`src/design/btp_pkg.sv`:
```
`default_nettype none
// ---------------------------------------------------------------------------
// btp_pkg: shared types and constants for the token pool
// Request codes, the command/status bundles between the controller and the
// datapath, and the find-first-set helper used by the allocation scan.
// ---------------------------------------------------------------------------
package btp_pkg;

	// request codes
	localparam logic [1:0] REQ_BIRTH = 2'd0;
	localparam logic [1:0] REQ_KILL  = 2'd1;
	localparam logic [1:0] REQ_QUERY = 2'd2;

	// bitmap word geometry
	localparam int WORD_W = 64;
	localparam int BIT_W  = 6;

	// field widths of the channels
	localparam int REQ_W     = 2;
	localparam int TOKIN_W   = 12;
	localparam int TOKOUT_W  = 10;

	// controller -> datapath
	typedef struct packed {
		logic clear;   // write one zero word of the clearing pass
		logic load;    // capture a transfer and start the first word read
		logic eval;    // word data is valid: decide, write back, or step
		logic push;    // move the finished result into the output register
	} btp_cmd_t;

	// datapath -> controller
	typedef struct packed {
		logic clr_last; // clearing pass is on its last word
		logic done;     // current evaluation finishes the request
		logic out_busy; // output register holds a result that is not taken
	} btp_sts_t;

	typedef struct packed {
		logic             found;
		logic [BIT_W-1:0] idx;
	} ffs_t;

	// lowest set bit of a 64-bit word, as byte flags and a byte pick
	function automatic ffs_t ffs64(input logic [WORD_W-1:0] v);
		ffs_t       r;
		logic [7:0] any;
		logic [2:0] sub [8];
		int         g;
		int         b;
		for (g = 0; g < 8; g++) begin
			any[g] = |v[g*8 +: 8];
			sub[g] = 3'd0;
			for (b = 7; b >= 0; b--) begin
				if (v[g*8 + b]) begin
					sub[g] = 3'(b);
				end
			end
		end
		r.found = |any;
		r.idx   = '0;
		for (g = 7; g >= 0; g--) begin
			if (any[g]) begin
				r.idx = {3'(g), sub[g]};
			end
		end
		return r;
	endfunction

endpackage
`default_nettype wire

```
`src/design/btp_req_if.sv`:
```
`default_nettype none
// ---------------------------------------------------------------------------
// btp_req_if: request channel
// Valid/ready channel carrying a request code and a token.
// ---------------------------------------------------------------------------
interface btp_req_if;
	logic                            valid;
	logic                            ready;
	logic [btp_pkg::REQ_W-1:0]       req_type;
	logic [btp_pkg::TOKIN_W-1:0]     token_in;

	modport source (output valid, output req_type, output token_in, input ready);
	modport sink   (input valid, input req_type, input token_in, output ready);
endinterface
`default_nettype wire

```
`src/design/btp_rsp_if.sv`:
```
`default_nettype none
// ---------------------------------------------------------------------------
// btp_rsp_if: response channel
// Valid/ready channel carrying the allocated token and the liveness flag.
// ---------------------------------------------------------------------------
interface btp_rsp_if;
	logic                            valid;
	logic                            ready;
	logic [btp_pkg::TOKOUT_W-1:0]    token_out;
	logic                            is_live;

	modport source (output valid, output token_out, output is_live, input ready);
	modport sink   (input valid, input token_out, input is_live, output ready);
endinterface
`default_nettype wire

```
`src/design/btp_ram.sv`:
```
`default_nettype none
// ---------------------------------------------------------------------------
// btp_ram: generic single-write, single-read RAM
// One write port and one read port, read data registered.
// ---------------------------------------------------------------------------
module btp_ram #(
	parameter int WIDTH = 64,
	parameter int DEPTH = 16
) (
	input  wire logic                                      clk,
	input  wire logic                                      we,
	input  wire logic [(DEPTH > 1 ? $clog2(DEPTH) : 1)-1:0] waddr,
	input  wire logic [WIDTH-1:0]                          wdata,
	input  wire logic                                      re,
	input  wire logic [(DEPTH > 1 ? $clog2(DEPTH) : 1)-1:0] raddr,
	output logic      [WIDTH-1:0]                          rdata
);

	logic [WIDTH-1:0] mem [DEPTH];

	// write port and registered read port
	always_ff @(posedge clk) begin
		if (we) begin
			mem[waddr] <= wdata;
		end
		if (re) begin
			rdata <= mem[raddr];
		end
	end

endmodule
`default_nettype wire

```
`src/design/btp_ctrl.sv`:
```
`default_nettype none
// ---------------------------------------------------------------------------
// btp_ctrl: token pool sequencer
// Runs the clearing pass after reset, takes one request at a time, steps
// the bitmap scan and hands the result to the output register.
// ---------------------------------------------------------------------------
module btp_ctrl (
	input  wire logic              clk,
	input  wire logic              arst_n,
	input  wire logic              req_valid,
	output logic                   req_ready,
	input  wire btp_pkg::btp_sts_t sts,
	output btp_pkg::btp_cmd_t      cmd
);

	typedef enum logic [1:0] {
		ST_CLEAR,
		ST_IDLE,
		ST_ACCESS,
		ST_FINISH
	} state_t;

	state_t state_q;

	assign req_ready = (state_q == ST_IDLE);

	// commands follow the state and the datapath status
	always_comb begin
		cmd       = '0;
		cmd.clear = (state_q == ST_CLEAR);
		cmd.load  = (state_q == ST_IDLE) && req_valid;
		cmd.eval  = (state_q == ST_ACCESS);
		cmd.push  = (state_q == ST_FINISH) && !sts.out_busy;
	end

	// state register
	always_ff @(posedge clk or negedge arst_n) begin
		if (!arst_n) begin
			state_q <= ST_CLEAR;
		end else begin
			case (state_q)
				ST_CLEAR: begin
					if (sts.clr_last) state_q <= ST_IDLE;
				end
				ST_IDLE: begin
					if (req_valid) state_q <= ST_ACCESS;
				end
				ST_ACCESS: begin
					if (sts.done) state_q <= ST_FINISH;
				end
				ST_FINISH: begin
					if (!sts.out_busy) state_q <= ST_IDLE;
				end
				default: state_q <= ST_CLEAR;
			endcase
		end
	end

endmodule
`default_nettype wire

```
`src/design/btp_dpath.sv`:
```
`default_nettype none
// ---------------------------------------------------------------------------
// btp_dpath: token pool datapath
// Bitmap RAM, next-fit pointer, word scan with find-first-free, kill and
// query bit access, and the output register.
// ---------------------------------------------------------------------------
module btp_dpath #(
	parameter int TOKEN_MAX = 1023,
	parameter int TOKEN_MIN = 16
) (
	input  wire logic                            clk,
	input  wire logic                            arst_n,
	input  wire btp_pkg::btp_cmd_t               cmd,
	output btp_pkg::btp_sts_t                    sts,
	input  wire logic [btp_pkg::REQ_W-1:0]       req_type,
	input  wire logic [btp_pkg::TOKIN_W-1:0]     token_in,
	output logic                                 rsp_valid,
	input  wire logic                            rsp_ready,
	output logic      [btp_pkg::TOKOUT_W-1:0]    token_out,
	output logic                                 is_live
);

	localparam int POOL_WORDS = (TOKEN_MAX >> 6) + 1;
	localparam int AW         = (POOL_WORDS > 1) ? $clog2(POOL_WORDS) : 1;
	localparam int TW         = $clog2(TOKEN_MAX + 3);
	localparam int XW         = (TW > btp_pkg::TOKIN_W) ? TW : btp_pkg::TOKIN_W;
	localparam int W_RANGE    = (TOKEN_MAX >> 6) - (TOKEN_MIN >> 6) + 1;
	localparam int CW         = $clog2(W_RANGE + 1);
	localparam logic [AW-1:0] MIN_WORD  = AW'(TOKEN_MIN >> 6);
	localparam logic [AW-1:0] MAX_WORD  = AW'(TOKEN_MAX >> 6);
	localparam logic [AW-1:0] LAST_ADDR = AW'(POOL_WORDS - 1);

	localparam int WW = btp_pkg::WORD_W;
	localparam int BW = btp_pkg::BIT_W;

	// request context
	logic [btp_pkg::REQ_W-1:0]    op_q;
	logic                         tin_ok_q;
	logic [BW-1:0]                bit_q;
	logic [AW-1:0]                wrd_q;
	logic [XW-1:0]                start_q;
	logic                         first_q;
	logic [CW-1:0]                left_q;
	logic [XW-1:0]                ptr_q;
	logic [AW-1:0]                clr_q;

	// finished result and output register
	logic [btp_pkg::TOKOUT_W-1:0] res_tok_q;
	logic                         res_live_q;
	logic                         out_valid_q;
	logic [btp_pkg::TOKOUT_W-1:0] out_tok_q;
	logic                         out_live_q;

	// RAM ports
	logic          ram_we;
	logic [AW-1:0] ram_waddr;
	logic [WW-1:0] ram_wdata;
	logic          ram_re;
	logic [AW-1:0] ram_raddr;
	logic [WW-1:0] rdata;

	logic [XW-1:0]    tin_x;
	logic             tin_ok;
	logic [XW-1:0]    start_tok;
	logic [AW-1:0]    next_wrd;
	logic [31:0]      tok_base;
	logic [WW-1:0]    scan_mask;
	logic [WW-1:0]    free_bits;
	btp_pkg::ffs_t    pick;
	logic             is_birth;
	logic             found;
	logic             done;
	logic [XW-1:0]    found_tok;

	// incoming token and pointer wrap
	assign tin_x     = XW'(token_in);
	assign tin_ok    = (32'(token_in) >= 32'(TOKEN_MIN)) && (32'(token_in) <= 32'(TOKEN_MAX));
	assign start_tok = (32'(ptr_q) > 32'(TOKEN_MAX)) ? XW'(TOKEN_MIN) : ptr_q;

	// cyclic word order over the words that hold pool tokens
	assign next_wrd = (wrd_q == MAX_WORD) ? MIN_WORD : wrd_q + AW'(1);

	// free-token search in the current word
	assign tok_base = 32'(wrd_q) << 6;
	always_comb begin
		for (int i = 0; i < WW; i++) begin
			scan_mask[i] = ((tok_base + 32'(i)) >= 32'(TOKEN_MIN))
				&& ((tok_base + 32'(i)) <= 32'(TOKEN_MAX))
				&& (!first_q || (BW'(i) >= start_q[BW-1:0]));
		end
	end
	assign free_bits = ~rdata & scan_mask;
	assign pick      = btp_pkg::ffs64(free_bits);
	assign is_birth  = (op_q == btp_pkg::REQ_BIRTH);
	assign found     = is_birth && pick.found;
	assign done      = !is_birth || found || (left_q == '0);
	assign found_tok = XW'({wrd_q, pick.idx});

	// status
	assign sts.clr_last = (clr_q == LAST_ADDR);
	assign sts.done     = done;
	assign sts.out_busy = out_valid_q && !rsp_ready;

	// RAM access: clearing pass, birth mark, kill clear
	always_comb begin
		ram_we    = 1'b0;
		ram_waddr = wrd_q;
		ram_wdata = rdata;
		if (cmd.clear) begin
			ram_we    = 1'b1;
			ram_waddr = clr_q;
			ram_wdata = '0;
		end else if (cmd.eval) begin
			case (op_q)
				btp_pkg::REQ_BIRTH: begin
					ram_we    = found;
					ram_wdata = rdata | (WW'(1) << pick.idx);
				end
				btp_pkg::REQ_KILL: begin
					ram_we    = tin_ok_q;
					ram_wdata = rdata & ~(WW'(1) << bit_q);
				end
				default: ram_we = 1'b0;
			endcase
		end
	end

	assign ram_re    = cmd.load || cmd.eval;
	assign ram_raddr = cmd.load
		? ((req_type == btp_pkg::REQ_BIRTH) ? start_tok[BW +: AW] : tin_x[BW +: AW])
		: next_wrd;

	btp_ram #(
		.WIDTH (WW),
		.DEPTH (POOL_WORDS)
	) u_ram (
		.clk   (clk),
		.we    (ram_we),
		.waddr (ram_waddr),
		.wdata (ram_wdata),
		.re    (ram_re),
		.raddr (ram_raddr),
		.rdata (rdata)
	);

	// request context and scan stepping
	always_ff @(posedge clk) begin
		if (cmd.load) begin
			op_q     <= req_type;
			tin_ok_q <= tin_ok;
			bit_q    <= tin_x[BW-1:0];
			start_q  <= start_tok;
			first_q  <= 1'b1;
			left_q   <= CW'(W_RANGE);
			wrd_q    <= (req_type == btp_pkg::REQ_BIRTH) ? start_tok[BW +: AW]
				: tin_x[BW +: AW];
		end else if (cmd.eval) begin
			if (done) begin
				res_tok_q  <= found ? found_tok[btp_pkg::TOKOUT_W-1:0] : '0;
				res_live_q <= (op_q == btp_pkg::REQ_QUERY) && tin_ok_q && rdata[bit_q];
			end else begin
				wrd_q   <= next_wrd;
				first_q <= 1'b0;
				left_q  <= left_q - CW'(1);
			end
		end
	end

	// next-fit pointer and clearing counter
	always_ff @(posedge clk or negedge arst_n) begin
		if (!arst_n) begin
			ptr_q <= XW'(TOKEN_MIN);
			clr_q <= '0;
		end else begin
			if (cmd.clear) begin
				clr_q <= clr_q + AW'(1);
			end
			if (cmd.eval && done && is_birth) begin
				ptr_q <= found ? found_tok + XW'(1) : start_q + XW'(2);
			end
		end
	end

	// output register
	always_ff @(posedge clk or negedge arst_n) begin
		if (!arst_n) begin
			out_valid_q <= 1'b0;
		end else if (cmd.push) begin
			out_valid_q <= 1'b1;
		end else if (rsp_ready) begin
			out_valid_q <= 1'b0;
		end
	end

	always_ff @(posedge clk) begin
		if (cmd.push) begin
			out_tok_q  <= res_tok_q;
			out_live_q <= res_live_q;
		end
	end

	assign rsp_valid = out_valid_q;
	assign token_out = out_tok_q;
	assign is_live   = out_live_q;

endmodule
`default_nettype wire

```
`src/design/bitmap_token_pool_top.sv`:
```
`default_nettype none
// ---------------------------------------------------------------------------
// bitmap_token_pool_top: next-fit token allocator over a live bitmap
// Kill and query each read one bitmap word, and a kill writes it back.
// Birth scans from the pointer's word over the W words holding pool tokens
// (16 by default), one word per cycle through the single read port.
// The result passes a result register, then the output register; a new request
// is taken while it waits there. After reset a clearing pass zeroes all
// (TOKEN_MAX/64)+1 bitmap words before the first request is accepted.
// ---------------------------------------------------------------------------
module bitmap_token_pool_top #(
	parameter int TOKEN_MAX = 1023,
	parameter int TOKEN_MIN = 16
) (
	input wire logic clk,
	input wire logic arst_n,
	btp_req_if.sink  req,
	btp_rsp_if.source rsp
);

	btp_pkg::btp_cmd_t cmd;
	btp_pkg::btp_sts_t sts;

	// sequencer
	btp_ctrl u_ctrl (
		.clk       (clk),
		.arst_n    (arst_n),
		.req_valid (req.valid),
		.req_ready (req.ready),
		.sts       (sts),
		.cmd       (cmd)
	);

	// bitmap, pointer and output register
	btp_dpath #(
		.TOKEN_MAX (TOKEN_MAX),
		.TOKEN_MIN (TOKEN_MIN)
	) u_dpath (
		.clk       (clk),
		.arst_n    (arst_n),
		.cmd       (cmd),
		.sts       (sts),
		.req_type  (req.req_type),
		.token_in  (req.token_in),
		.rsp_valid (rsp.valid),
		.rsp_ready (rsp.ready),
		.token_out (rsp.token_out),
		.is_live   (rsp.is_live)
	);

endmodule
`default_nettype wire

```
`src/flat_wrapper.sv`:
```
// flat-port wrapper written by rule: the top's interface ports become plain ports
module bitmap_token_pool_top_flat 
#(
	parameter int TOKEN_MAX = 1023,
	parameter int TOKEN_MIN = 16
)
  (clk, arst_n, req_valid, req_req_type, req_token_in, req_ready, rsp_valid, rsp_token_out, rsp_is_live, rsp_ready);
  btp_req_if req_i ();
  btp_rsp_if rsp_i ();
  input wire logic clk;
  input wire logic arst_n;
  input wire logic [$bits(req_i.valid)-1:0] req_valid;
  input wire logic [$bits(req_i.req_type)-1:0] req_req_type;
  input wire logic [$bits(req_i.token_in)-1:0] req_token_in;
  output wire logic [$bits(req_i.ready)-1:0] req_ready;
  output wire logic [$bits(rsp_i.valid)-1:0] rsp_valid;
  output wire logic [$bits(rsp_i.token_out)-1:0] rsp_token_out;
  output wire logic [$bits(rsp_i.is_live)-1:0] rsp_is_live;
  input wire logic [$bits(rsp_i.ready)-1:0] rsp_ready;
  assign req_i.valid = req_valid;
  assign req_i.req_type = req_req_type;
  assign req_i.token_in = req_token_in;
  assign req_ready = req_i.ready;
  assign rsp_valid = rsp_i.valid;
  assign rsp_token_out = rsp_i.token_out;
  assign rsp_is_live = rsp_i.is_live;
  assign rsp_i.ready = rsp_ready;
  bitmap_token_pool_top #(.TOKEN_MAX(TOKEN_MAX), .TOKEN_MIN(TOKEN_MIN)) u_core (.clk(clk), .arst_n(arst_n), .req(req_i), .rsp(rsp_i));
endmodule
```
`config.mk`:
```
export PLATFORM = sky130hd
export DESIGN_NAME = bitmap_token_pool_top_flat
export DESIGN_NICKNAME = d
export VERILOG_FILES = /design/src/design/btp_pkg.sv /design/src/design/btp_req_if.sv /design/src/design/btp_rsp_if.sv /design/src/design/btp_ram.sv /design/src/design/btp_ctrl.sv /design/src/design/btp_dpath.sv /design/src/design/bitmap_token_pool_top.sv /design/src/flat_wrapper.sv
export SDC_FILE = /design/constraint.sdc
export NUM_CORES = 2
export LEC_CHECK = 0
export BUFFER_PORTS_ARGS = -buffer_cell sky130_fd_sc_hd__buf_2
export CELL_PAD_IN_SITES_DETAIL_PLACEMENT = 1
export CELL_PAD_IN_SITES_GLOBAL_PLACEMENT = 2
export CORE_MARGIN = 4
export CORE_UTILIZATION = 30
export CTS_BUF_LIST = sky130_fd_sc_hd__clkbuf_16
export DETAILED_ROUTE_END_ITERATION = 7
export PLACE_DENSITY = 0.66
export SYNTH_ARGS = -nofsm -noshare
export SYNTH_HDL_FRONTEND = slang
export SYNTH_SLANG_ARGS = --single-unit
```
`constraint.sdc`:
```
create_clock -name clk -period 7.5 [get_ports clk]
set_input_delay 1.125 -clock clk [delete_from_list [all_inputs] [get_ports clk]]
set_output_delay 1.125 -clock clk [all_outputs]
set_load 0.02 [all_outputs]
```
==> flow_summary_export.csv <==
group,metric,value,unit
grt,use_met3,0.02732,
routing,drt_iter0_drc,2607,
logic_synthesis,yosys.area.top_type,"edfxtp_1",
cts,cts_setup_buffers,0,
sta,worst_slew_pin_slew,1.329,ns
floorplan,row_count,148,
setup_path,critPathBufInv,1,
outcome,status,"finished clean",
logic_synthesis,syn_avg_cell_area,12.45,um2
routing,route.vias.total,33260,
setup_path,max_stage_delay,0.95,ns
grt,grt_max_degree,166,
grt,gr-usage-all-layers,0.1845,
grt,grt.overflow.total,0,
flow_run,maxCapViolCount,0,
grt,grt-busiest-layer,"met2",
sta,rsz0062_at_grt,"false",
logic_synthesis,yosys_warnings,0,
sta,holdWs,0.3652,ns
grt,met1_usage,0.2512,
power,max-vdd-ir-drop,0.2436,mV
place,io_buffers,30,
power,leakagePower,18.85,nW
setup_path,slowest_stage,"edfxtp_1",
floorplan,dieWidth,414.1,um
cts,cts.htree.levels,3,
setup_path,rr_startpoint,"u_core.u_dpath.start_q[3]$_SDFFCE_PP0P_",
floorplan,io_pins,31,
floorplan,coreArea,163300,um2
routing,remaining_drc_errors,0,
setup_path,cp-start-kind,"flip-flop",
cts,tritoncts,"yes",
layout,synthToLayoutAreaGrowth,13.38,%
routing,postRouteAntennaNets,0,
logic_synthesis,yosys_most_used_dff,"edfxtp_1",
sta,max_freq,0.1609,GHz
cts,cts_sinks,1160,
logic_synthesis,synth-async-reset-ratio,0.01638,
setup_path,crit_arrival,6.57,ns
sta,slew_violations,0,
cts,cts_resized,0,
cts,insertion_delay,0.74,ns
sta,fin_skew,0.02623,ns
place,place_ws,1.411,ns
floorplan,die_y,414.1,um
logic_synthesis,synth-seq-cells,1160,
sta,setup_violations,0,
layout,nets,3997,
sta,post-route-min-period,6.216,ns
setup_path,crit_fanout,23,
sta,worst_slack,1.284,ns
floorplan,initial_core_util,0.3029,
setup_path,r2r_slack,1.28,ns
setup_path,critical-path-top-delay-family,"compound AO/OA/AOI/OAI gates",
logic_synthesis,syn_inst,3974,
setup_path,required,7.85,ns
cts,path_clk_slew,0.06,ns
logic_synthesis,yosysMostFrequentCell,"edfxtp_1",
logic_synthesis,syn_area,49470,um2
logic_synthesis,yosysUniqueCellTypes,105,
layout,regArea,34680,um2
routing,wl,163300,um
layout,nFillCells,17370,
setup_path,reg2reg_depth,10,
setup_path,timing.rr.end,"u_core.u_dpath.u_ram.mem[9][1]$_DFFE_PP_",
floorplan,dieArea,171500,um2
setup_path,cp_common_cell,"a21oi_1",
layout,utilization,0.3435,
routing,wl_per_cell,26.16,um
cts,cts-buffers-inserted,119,
sta,slew_headroom,0.1143,
place,gp_congestion,0.9185,
cts,cts.path.max_buffers,3,
logic_synthesis,ys_seq_area_frac,0.7010,
cts,cts-root-buf,"clkbuf_16",
routing,dr.pass1.iters,6,
logic_synthesis,ys_top_cells_by_count,"1,135 x edfxtp_1, 1,118 x nand2_1, 282 x nand3_1",
logic_synthesis,synth_edf_count,1135,
grt,grt_pass1_wl,237100,um
power,total_power,24.74,mW
worst_hold_path,hold_path_class,"input port to asynchronous set/reset pin",
setup_path,worstSetupEndpointType,"flip-flop",
cts,cts_hold_buffers,0,
routing,viasPerCell,5.331,
power,cellPowerDensity,440.9,nW/um2
logic_synthesis,synth_area_leaders,"edfxtp_1 69%, nand2_1 8.5%, a311oi_1 3.4%",
logic_synthesis,synth_top_area_frac,0.6889,
layout,layout-drive-gt1-share,0.09990,
grt,use_met2,0.3032,
grt,antenna_found_initial,5,
grt,grt_pass1_vias,33880,
sta,finalHoldViolCount,0,
setup_path,cp_cell_sequence,"inv_1 -> o41ai_1 -> a21oi_1 -> o211ai_1 -> or3_1 -> nor2_4 -> a211oi_2 -> nor4b_4 -> nand2_1 -> a21oi_1",
place,hpwl,90670,um
sta,setup-tns-final,0,ns
setup_path,worst-setup-path-type,"flip-flop to flip-flop",
sta,fin_crit_sh,0.8288,
layout,multi_input_area,13660,um2
[metrics by stage]
step | instances | cell area (um2)
2_1_floorplan | 3975 | 49480
3_3_place_gp | 6020 | 52350
3_5_place_dp | 6020 | 52350
4_1_cts | 6239 | 56090
5_1_grt | 6240 | 56100
6_report | 6240 | 56100
[area by class of cell]
cell class                      instances  area share
Inverter                               35    0.002610
Antenna cell                            1  0.00004461
Clock buffer                          123     0.05487
Tap cell                             2175     0.04851
Timing Repair Buffer                  146     0.02043
Sequential cell                      1160      0.6182
Clock inverter                         96     0.01182
Multi-Input combinational cell       2504      0.2435
[sequential cells by signal (all words and copies together) (netlist names)]
name,flops
u_core.u_dpath.u_ram.mem,1024
u_core.u_dpath.u_ram.rdata,64
u_core.u_dpath.ptr_q,12
u_core.u_dpath.start_q,12
u_core.u_dpath.res_tok_q,10
u_core.u_dpath.token_out,10
u_core.u_dpath.bit_q,6
u_core.u_dpath.left_q,5
u_core.u_dpath.clr_q,4
u_core.u_dpath.wrd_q,4
u_core.u_ctrl.state_q,2
u_core.u_dpath.op_q,2
u_core.u_dpath.first_q,1
u_core.u_dpath.is_live,1
u_core.u_dpath.res_live_q,1
u_core.u_dpath.rsp_valid,1
u_core.u_dpath.tin_ok_q,1
[routing by layer]
metal  vias up  wire length, um
met5         -                0
met4         0             4897
met3       228             8080
met2       840            77310
met1     17320            72970
li1      14880                -
[report_power, final]
group,internal [mW],total [mW],switching [mW]
Combinational,2.41,9.08,6.67
Clock,3.24,5.72,2.47
Sequential,9.31,9.94,0.628
[cell families (layout without fill, tap and decap cells)]
group                      count (synthesis)  after routing  synth area share
xor gates and xnor gates                  17             17          0.003010
AOI/OAI and AO/OA                        653            653           0.09385
muxes                                     32             32           0.01184
and+or+nand+nor                         1786           1786            0.1602
buffers and inverters                    311            400           0.02660
adders and majority gates                 14             14          0.003490
DFF                                     1160           1160            0.7010
other                                      1              3        0.00007580
[layout by cell type (no fill, tap or decap), types with 12 or more instances in the layout]
master,n
nand2_1,1118
inv_1,59
and3_1,142
buf_4,106
clkbuf_16,123
a31oi_1,88
clkinv_2,23
and2_1,17
nor2_1,65
nor3_1,34
a21oi_1,139
dfrtp_1,18
nand3_1,282
clkinv_1,32
nor2_4,17
a311oi_1,194
mux4_2,21
o22ai_1,31
nand2b_1,17
edfxtp_1,1135
buf_2,30
o21ai_0,75
ha_1,12
nor2b_1,16
[worst max path at each step]
stage,endpoint,from,cells past startpoint
after floorplan,u_core.u_dpath.u_ram.mem[2][0]$_DFFE_PP_,u_core.u_dpath.start_q[2]$_SDFFCE_PP0P_,12
after global routing,u_core.u_dpath.u_ram.mem[11][1]$_DFFE_PP_,u_core.u_dpath.start_q[3]$_SDFFCE_PP0P_,10
after detailed placement,u_core.u_dpath.u_ram.mem[0][1]$_DFFE_PP_,u_core.u_dpath.start_q[3]$_SDFFCE_PP0P_,10
after global placement,u_core.u_dpath.u_ram.mem[0][1]$_DFFE_PP_,u_core.u_dpath.start_q[3]$_SDFFCE_PP0P_,10
after CTS,u_core.u_dpath.u_ram.mem[9][1]$_DFFE_PP_,u_core.u_dpath.start_q[3]$_SDFFCE_PP0P_,10
final,u_core.u_dpath.u_ram.mem[9][1]$_DFFE_PP_,u_core.u_dpath.start_q[3]$_SDFFCE_PP0P_,10
(Power assumes the default switching activity.)
